===== config.mk =====
export PLATFORM = sky130hd
export DESIGN_NAME = replay_checked_neighbor_table
export DESIGN_NICKNAME = d
export VERILOG_FILES = /design/src/rcnt_pkg.sv /design/src/replay_checked_neighbor_table.sv /design/src/rcnt_ctrl.sv /design/src/rcnt_datapath.sv
export SDC_FILE = /design/constraint.sdc
export NUM_CORES = 2
export LEC_CHECK = 0
export BUFFER_PORTS_ARGS = -buffer_cell sky130_fd_sc_hd__buf_2
export CORE_MARGIN = 4
export CORE_UTILIZATION = 50
export DETAILED_ROUTE_END_ITERATION = 12
export HOLD_SLACK_MARGIN = 0.03
export PLACE_DENSITY = 0.67
export SYNTH_ARGS = -nofsm -noshare
export SYNTH_HDL_FRONTEND = slang
export SYNTH_SLANG_ARGS = --single-unit

===== constraint.sdc =====
create_clock -name clk_i -period 33.8 [get_ports clk_i]
set_input_delay 6.76 -clock clk_i [delete_from_list [all_inputs] [get_ports clk_i]]
set_output_delay 6.76 -clock clk_i [all_outputs]
set_load 0.05 [all_outputs]

===== src/rcnt_pkg.sv =====
// ----------------------------------------------------------------------------
// rcnt_pkg
// Shared types and constants for the replay-checked neighbour table.
// ----------------------------------------------------------------------------
`default_nettype none

package rcnt_pkg;

  localparam int unsigned TableDepth = 8;
  localparam int unsigned IdxW       = (TableDepth > 1) ? $clog2(TableDepth) : 1;
  localparam int unsigned SlotW      = 3;

  typedef enum logic [1:0] {
    StOk      = 2'd0,
    StReplay  = 2'd1,
    StNoSpace = 2'd2
  } status_e;

  typedef struct packed {
    logic [15:0] source_node;
    logic [31:0] adv_cluster;
    logic [31:0] adv_term;
    logic [31:0] adv_nonce;
    logic [15:0] adv_score;
    logic [7:0]  adv_capacity;
    logic [31:0] adv_lease;
    logic [2:0]  adv_role;
    logic [31:0] time_now;
  } adv_in_t;

  typedef struct packed {
    status_e          status;
    logic [SlotW-1:0] slot;
    logic [31:0]      stale_count;
  } adv_res_t;

  // Commands from the controller to the datapath.
  typedef struct packed {
    logic load;
    logic match;
    logic decide;
  } dp_cmd_t;

endpackage

`default_nettype wire


===== src/replay_checked_neighbor_table.sv =====
// ----------------------------------------------------------------------------
// replay_checked_neighbor_table
// Neighbour table of advertising heads with expiry and replay rejection.
// ----------------------------------------------------------------------------
// The input channel carries one head advertisement with the current time;
// the output channel returns status, slot and the stale counter for it.
// Both channels use valid and stall; a transaction completes on a clock edge
// with valid high and stall low.
// One advertisement is handled at a time. After acceptance the entry match
// and slot claim are registered in the match state; in the decide state the
// replay check is made and the entry and the result register are written.
// The result is then presented until the receiver takes it. The sequencer in
// the controller walks accept, match, decide and hand over in turn, and the
// input stays stalled from acceptance until hand-over.
// While the receiver stalls, the result register holds its value and the
// input stays stalled. Reset clears all entry valid bits and the stale
// counter at once; the block can take a transaction in the first cycle
// after reset.
// ----------------------------------------------------------------------------
`default_nettype none

module replay_checked_neighbor_table (
  input  wire logic               clk_i,
  input  wire logic               rst_ni,
  input  wire logic               in_valid_i,
  output logic                    in_stall_o,
  input  wire rcnt_pkg::adv_in_t  in_i,
  output logic                    out_valid_o,
  input  wire logic               out_stall_i,
  output rcnt_pkg::adv_res_t      out_o
);
  import rcnt_pkg::*;

  dp_cmd_t cmd;

  rcnt_ctrl u_ctrl (
    .clk_i       (clk_i),
    .rst_ni      (rst_ni),
    .in_valid_i  (in_valid_i),
    .in_stall_o  (in_stall_o),
    .out_valid_o (out_valid_o),
    .out_stall_i (out_stall_i),
    .cmd_o       (cmd)
  );

  rcnt_datapath u_datapath (
    .clk_i  (clk_i),
    .rst_ni (rst_ni),
    .cmd_i  (cmd),
    .in_i   (in_i),
    .out_o  (out_o)
  );

  // A result is only ever pending while the input side is held off.
  a_out_blocks_in: assert property (@(posedge clk_i) disable iff (!rst_ni)
    out_valid_o |-> in_stall_o)
    else $error("result pending while input open");

  // Every accepted transaction leads to a valid result after the match and decide states.
  a_latency: assert property (@(posedge clk_i) disable iff (!rst_ni)
    (in_valid_i && !in_stall_o) |-> ##3 out_valid_o)
    else $error("result not presented on time");

  // A full table reports slot zero.
  a_no_space_slot: assert property (@(posedge clk_i) disable iff (!rst_ni)
    (out_valid_o && (out_o.status == StNoSpace)) |-> (out_o.slot == '0))
    else $error("no-space result with nonzero slot");

  // The stale counter only moves on a replay.
  a_stale_moves: assert property (@(posedge clk_i) disable iff (!rst_ni)
    ($rose(out_valid_o) && $past(out_valid_o, 5) && (out_o.status == StOk))
      |-> (out_o.stale_count == $past(out_o.stale_count)))
    else $error("stale counter changed without a replay");

endmodule

`default_nettype wire


===== src/rcnt_ctrl.sv =====
// ----------------------------------------------------------------------------
// rcnt_ctrl
// Sequencer: accept, match, decide and hand over one transaction at a time.
// ----------------------------------------------------------------------------
`default_nettype none

module rcnt_ctrl (
  input  wire logic             clk_i,
  input  wire logic             rst_ni,
  input  wire logic             in_valid_i,
  output logic                  in_stall_o,
  output logic                  out_valid_o,
  input  wire logic             out_stall_i,
  output rcnt_pkg::dp_cmd_t     cmd_o
);
  import rcnt_pkg::*;

  typedef enum logic [1:0] {
    SIdle,
    SMatch,
    SDecide,
    SDone
  } state_e;

  state_e state_q;
  logic   in_stall_q;
  logic   out_valid_q;
  logic   accept;

  assign accept      = in_valid_i && !in_stall_q;
  assign in_stall_o  = in_stall_q;
  assign out_valid_o = out_valid_q;

  always_comb begin
    cmd_o.load   = accept;
    cmd_o.match  = (state_q == SMatch);
    cmd_o.decide = (state_q == SDecide);
  end

  always_ff @(posedge clk_i or negedge rst_ni) begin
    if (!rst_ni) begin
      state_q     <= SIdle;
      in_stall_q  <= 1'b0;
      out_valid_q <= 1'b0;
    end else begin
      unique case (state_q)
        SIdle: begin
          if (accept) begin
            state_q    <= SMatch;
            in_stall_q <= 1'b1;
          end
        end
        SMatch: begin
          state_q <= SDecide;
        end
        SDecide: begin
          state_q     <= SDone;
          out_valid_q <= 1'b1;
        end
        SDone: begin
          if (!out_stall_i) begin
            state_q     <= SIdle;
            out_valid_q <= 1'b0;
            in_stall_q  <= 1'b0;
          end
        end
        default: begin
          state_q <= SIdle;
        end
      endcase
    end
  end

endmodule

`default_nettype wire


===== src/rcnt_datapath.sv =====
// ----------------------------------------------------------------------------
// rcnt_datapath
// Neighbour entries, parallel node match, slot claim, replay check and update.
// ----------------------------------------------------------------------------
`default_nettype none

module rcnt_datapath (
  input  wire logic               clk_i,
  input  wire logic               rst_ni,
  input  wire rcnt_pkg::dp_cmd_t  cmd_i,
  input  wire rcnt_pkg::adv_in_t  in_i,
  output rcnt_pkg::adv_res_t      out_o
);
  import rcnt_pkg::*;

  // Entry storage.
  logic [TableDepth-1:0] valid_q;
  logic [15:0]           node_q     [TableDepth];
  logic [31:0]           cluster_q  [TableDepth];
  logic [31:0]           term_q     [TableDepth];
  logic [15:0]           score_q    [TableDepth];
  logic [7:0]            capacity_q [TableDepth];
  logic [31:0]           expiry_q   [TableDepth];
  logic [31:0]           nonce_q    [TableDepth];
  logic [2:0]            role_q     [TableDepth];
  logic [31:0]           stale_q, stale_d;

  adv_in_t               in_q;
  adv_res_t              out_q;
  logic [IdxW-1:0]       idx_q, idx_d;
  logic                  found_q, claim_q;

  logic [TableDepth-1:0] hit_vec, free_vec;
  logic [IdxW-1:0]       hit_idx, free_idx;
  logic [31:0]           diff [TableDepth];
  logic                  replay;
  logic                  do_write;

  // Parallel lookup of the node id and of free or expired slots.
  always_comb begin
    hit_idx  = '0;
    free_idx = '0;
    for (int i = 0; i < TableDepth; i++) begin
      diff[i]     = in_q.time_now - expiry_q[i];
      hit_vec[i]  = valid_q[i] && (node_q[i] == in_q.source_node);
      free_vec[i] = !valid_q[i] || !diff[i][31];
    end
    // Scan downwards so that the lowest index wins.
    for (int i = TableDepth - 1; i >= 0; i--) begin
      if (hit_vec[i]) begin
        hit_idx = IdxW'(i);
      end
      if (free_vec[i]) begin
        free_idx = IdxW'(i);
      end
    end
    idx_d = (|hit_vec) ? hit_idx : free_idx;
  end

  // A claimed slot is never a replay, and neither is an entry whose last nonce is zero.
  assign replay = found_q && !claim_q && (nonce_q[idx_q] != 32'd0) &&
                  (cluster_q[idx_q] == in_q.adv_cluster) &&
                  (term_q[idx_q] == in_q.adv_term) &&
                  (in_q.adv_nonce <= nonce_q[idx_q]);

  assign do_write = cmd_i.decide && found_q && !replay;

  always_comb begin
    stale_d = stale_q;
    if (replay && (stale_q != '1)) begin
      stale_d = stale_q + 32'd1;
    end
  end

  always_ff @(posedge clk_i or negedge rst_ni) begin
    if (!rst_ni) begin
      valid_q <= '0;
      stale_q <= '0;
    end else begin
      if (do_write) begin
        valid_q[idx_q] <= 1'b1;
      end
      if (cmd_i.decide) begin
        stale_q <= stale_d;
      end
    end
  end

  always_ff @(posedge clk_i) begin
    if (cmd_i.load) begin
      in_q <= in_i;
    end
    if (cmd_i.match) begin
      idx_q   <= idx_d;
      found_q <= (|hit_vec) || (|free_vec);
      claim_q <= !(|hit_vec) && (|free_vec);
    end
    if (do_write) begin
      node_q[idx_q]     <= in_q.source_node;
      cluster_q[idx_q]  <= in_q.adv_cluster;
      term_q[idx_q]     <= in_q.adv_term;
      score_q[idx_q]    <= in_q.adv_score;
      capacity_q[idx_q] <= in_q.adv_capacity;
      expiry_q[idx_q]   <= in_q.time_now + in_q.adv_lease;
      nonce_q[idx_q]    <= in_q.adv_nonce;
      role_q[idx_q]     <= in_q.adv_role;
    end
    if (cmd_i.decide) begin
      out_q.stale_count <= stale_d;
      if (!found_q) begin
        out_q.status <= StNoSpace;
        out_q.slot   <= '0;
      end else begin
        out_q.status <= replay ? StReplay : StOk;
        out_q.slot   <= SlotW'(idx_q);
      end
    end
  end

  assign out_o = out_q;

endmodule

`default_nettype wire


### Yosys cells after proc, flatten, opt, wreduce, memory -nomap -nowiden

Memories as Yosys holds them, arrays and structs flattened. A register that Yosys moved wholly into a read port is not among the register bits.
Index checks and enable logic that the tools add are counted.

* add/subtract/negate cells: 10
* multipliers: 0
* div/mod/pow operators: 0
* order comparisons: 3
* equal/unequal tests: 16
* shift operators: 0
* multiplexer cells: 33
* bitwise gates (word level): 1
* reduce and logical (&&, ||, !) cells: 57

Operators by type and width (number)
* $sub 32x32->32: 8
* $eq 16x16->1: 8
* $eq 32x32->1: 2
* $mux 3: 20
* $add 32x1->32 const B: 1
* $add 32x32->32: 1
* $le 32x32->1: 1
* $mux 32: 1
* $ne 32x32->1 const B: 1
* $reduce_bool 32->1: 1
* $logic_not 1->1: 20
* $logic_and 1x1->1: 19
* $reduce_or 8->1: 2
* $logic_or 1x1->1: 9
* $or 8x8->8: 1
* $pmux 2 s4: 1
* $mux 1: 6
* $eq 2x2->1 const B: 2
* $lt 3x4->1 const B: 1
* $mux 2: 2
* $pmux 1 s2: 2
* $reduce_and 2->1: 2
* $reduce_bool 2->1: 2
* $demux 1 s3: 1
* other kinds (6): 6

* flip-flop bits (word level): 262
* bits in latches: 0
* RAM bits: 1152
* bits in read-only memories: 0
* input port bits: 207
* logic and storage cells: 142
* memories: 5

Memories
* u_datapath.cluster_q: words 8, bits a word 32, read ports 1, clocked after Yosys merged registers in 1, write ports 1, line rcnt_datapath.sv:19 `logic [31:0] cluster_q [TableDepth];`
* u_datapath.expiry_q: words 8, bits a word 32, read ports 8, clocked after Yosys merged registers in 0, write ports 1, line rcnt_datapath.sv:23 `logic [31:0] expiry_q [TableDepth];`
* u_datapath.nonce_q: words 8, bits a word 32, read ports 1, clocked after Yosys merged registers in 1, write ports 1, line rcnt_datapath.sv:24 `logic [31:0] nonce_q [TableDepth];`
* u_datapath.term_q: words 8, bits a word 32, read ports 1, clocked after Yosys merged registers in 1, write ports 1, line rcnt_datapath.sv:20 `logic [31:0] term_q [TableDepth];`
* u_datapath.node_q: words 8, bits a word 16, read ports 8, clocked after Yosys merged registers in 0, write ports 1, line rcnt_datapath.sv:18 `logic [15:0] node_q [TableDepth];`

### Longest topological paths before layout

An unclocked memory read counts as a cell.

* depth in word-level cells: 14
* mapped depth: 21

### By module

From an unflattened synthesis, not the netlist that was laid out.

* cell total of the unflattened synthesis: 3708
* area, all modules: 61172.4 um2

Modules (own cells, without submodules)
* rcnt_datapath: times used 1, cells each 3683, area an instance 60890.9 um2
* rcnt_ctrl: times used 1, cells each 25, area an instance 281.5 um2

### Least setup slack after synthesis

OpenSTA, ideal clock, no wires.

* path type: input-to-reg
* start point: input in_valid_i
* end point: register u_datapath.in_q[0] (netlist name) (enable)
* arrival: 14392 ps
* slack: 18676 ps
* stages on the path: 1
* buffers on the path: 0
* path through: nor2b_1

* longest elaborated chain between the ends: 1

Ends and longest elaborated chain
* from (decl): line replay_checked_neighbor_table.sv:25 `input wire logic in_valid_i,`
* $logic_and 1x1->1: line rcnt_ctrl.sv:30 `assign accept = in_valid_i && !in_stall_q;`
* to (signal assigned): line rcnt_datapath.sv:91 `in_q <= in_i;`
* to (decl): line rcnt_datapath.sv:28 `adv_in_t in_q;`

Every way passes these cells.
A chain may end at the register's enable or synchronous reset.

### Final worst setup path

* start point: register u_datapath.out_q, in the netlist u_datapath.out_o[34]
* end point: output out_o[34] (netlist name)

RTL lines
* from (decl): line rcnt_datapath.sv:29 `adv_res_t out_q;`
* to (decl): line replay_checked_neighbor_table.sv:30 `output rcnt_pkg::adv_res_t out_o`

No word-level cell between the ends.

==> results.toml <==
[floorplan]
dieArea_um2 = 129000
die_w_um = 359
fp.dieH_um = 359
start_util = 0.505
placementRows = 128
core_area_um2 = 122000
io_pins = 246

[worst_setup_path]
worst_r2r_path_depth = 17
cp_max_fo = 1
slowest_delay_ns = 0.47
slowest_stage = "edfxtp_1"
critPathRequiredTime_ns = 27.04
worstPathCellList = "buf_2"
end_kind = "primary output"
critPathArrivalTime_ns = 1.55
r2r_setup_slack_ns = 25.53
cp-start-kind = "flip-flop"
crit_cells = 1
cp_top_family = "flip-flops"
crit_buf_inv = 1
crit_type = "flip-flop to primary output"
r2r_end = "u_datapath.nonce_q[4][21]"

[logic_synthesis]
synth_seq_cells = 1417
synthCells = 3802
synth.area.top_cells = "edfxtp_1, ha_1, mux4_2"
yosysSeqAreaShare = 0.685
synthXorXnorAreaFrac = 0.0407
synthMuxAreaShare = 0.0817
yosys_warnings = 0
yosysTopAreaCellShare = 0.666
synth_edf_count = 1370
synth.avg_cell_area_um2 = 16.2
syn_area_um2 = 61700
synth_nets = 4319
synthSimpleGateAreaFrac = 0.0588
synth_most_common_cell = "edfxtp_1"
synth_commonest_cells = "edfxtp_1, ha_1, inv_1"
ys.flop_type = "edfxtp_1"
synth_top_family_by_area = "multiplexers"
synth_top_area_cell = "edfxtp_1"
synthDistinctLibCells = 87
async_reset_ff_frac = 0.0311
synth-compound-area-share = 0.0463
synth_fa_ha_area_frac = 0.0630

[sta]
finalHoldViolCount = 0
post-route-period-util = 0.246
rsz0062_at_grt = "false"
fin_crit_ns = 8.31
worst_pin_slew_ns = 1.19
setup_viol = 0
slew_violations = 0
tns_ns = 0
finClkSkew_ns = 0.0306
slew_headroom = 0.198
timing.fmax_mhz = 120

[final_layout]
instances_no_fill = 5869
nets = 4638
diodes = 0
final_layout_size_suffix_gt1_frac = 0.159
area_delta_synth_final_pct = 13.0
nFillCells = 9389

[power]
ir_worst_vdd_uv = 61.7
powerDensity_nw_per_um2 = 74.2
power_mw = 5.18
power_leakage_nw = 25.2

[cts]
clockBufferDepth = 3
clk_latency_ns = 0.78
cts_tree = "done"
hold_buffers = 0
clock_sinks = 1417
clkTransAtPathRegs_ns = 0.06
htree_levels = 4
post_cts_buffers = 0
cts_buffers = 150
cts-root-buf = "clkbuf_16"
ctsResizeCount = 0

[placed_design]
dp.cells = 5594
dp_hpwl_mm = 83.6
portBuffers = 218
place_congestion = 0.815

[global_routing]
grt_max_degree = 145
grt_pass1_wl_mm = 208
grt_pass1_vias = 33900
gr-usage-all-layers = 0.211
gr-total-overflow = 0
antenna_found_initial = 3

[status]
status = "complete, no violations"

[min_path]
hp-start = "u_datapath.stale_q[26]"
hold_class = "flip-flop to flip-flop"
min_path_cells = 1
worstHoldEndpoint = "u_datapath.stale_q[26]"

[route]
drcViolationCount = 0
route.detailed.wl_per_inst_um = 23.3
ant_nets = 0
firstDrtPassIters = 5
viasPerCell = 5.72
finalWirelength_mm = 137
vias = 33600
drt_iter0_markers = 2556

[job]
maxCapViolations = 0
## area by class of cell
cell class                      instances  area, µm²  share of cell area
Sequential cell                      1417      42300               0.607
Clock buffer                          185       3970              0.0569
Timing Repair Buffer                  262       1480              0.0213
Tap cell                             1625       2030              0.0292
Inverter                              273       1030              0.0147
Clock inverter                         90        900              0.0129
Multi-Input combinational cell       2017      18000               0.258
## how the worst max path moves through the flow
stage,end,startpoint
2_1_floorplan,u_datapath.in_q[0],in_valid_i
3_3_place_gp,u_datapath.in_q[27],in_valid_i
3_5_place_dp,u_datapath.in_q[27],in_valid_i
4_1_cts,out_o[32],u_datapath.out_o[32]
5_1_grt,u_datapath.nonce_q[4][21],flip-flop
6_report,out_o[34],u_datapath.out_o[34]
## per-stage QoR
| stage | utilization | hold slack, ns | setup WS, ns | area, µm² |
|---|---|---|---|---|
| 6_report | 0.571 | 0.509 | 25.49 | 69700 |
| 2_1_floorplan | - | 0.478 | 18.68 | 61700 |
| 3_3_place_gp | 0.531 | 0.492 | 25.08 | 64900 |
| 3_5_place_dp | 0.531 | 0.496 | 24.99 | 64900 |
| 5_1_grt | 0.571 | 0.532 | 24.93 | 69700 |
| 4_1_cts | 0.571 | 0.509 | 25.42 | 69700 |
## kinds of logic (layout without fill, tap and decap cells)
family                     after synthesis  count (layout)
AOI/OAI and AO/OA                      442             442
xor gates and xnor gates               287             287
adders and majority gates              310             310
buffers and inverters                  368             810
DFF                                   1417            1417
muxes                                  305             305
and+or+nand+nor                        673             673
## where the power goes
part	internal, mW	total, mW	switching (mW)
Sequential	2.18	2.31	0.130
Clock	0.940	1.62	0.684
Combinational	0.491	1.24	0.753
## flip-flops by register name, summed over array words and instances (netlist names), named ones only
name                  count
u_datapath.out_o         37
u_datapath.found_q        1
u_datapath.valid_q        8
u_datapath.in_q         176
u_datapath.cluster_q    256
u_ctrl.in_stall_o         1
u_datapath.expiry_q     256
u_datapath.term_q       256
u_datapath.node_q       128
u_datapath.nonce_q      256
u_datapath.stale_q       32
u_datapath.idx_q          3
u_datapath.claim_q        1
u_ctrl.state_q            2
u_ctrl.out_valid_o        1
## metal layers
metal	vias up	global-route usage	wire, µm	share of wire
li1	15400	-	-	-
met1	17000	0.312	62600	0.46
met2	1033	0.326	62800	0.46
met3	177	0.0366	8690	0.063
met4	0	0.0583	2840	0.021
met5	-	0	0	0
## placed cells by master (no fill, tap or decap), types with 22 or more instances in the layout
cell and n:
clkbuf_16 153, buf_2 218, mux4_2 158, clkbuf_1 30, nor2_1 99, o21ai_0 87
and3_1 23, dfrtp_1 44, clkinv_1 39, nand3_1 67, a21oi_1 125, ha_1 308
buf_4 39, a21o_1 65, edfxtp_1 1370, or4_1 23, nand2_1 149, inv_1 271
nor3_1 44, nand4_1 85, or3_1 22, mux2i_1 135, xnor2_1 190, nor4_1 47
xor2_1 97
Power figures use the tool's default switching activity.
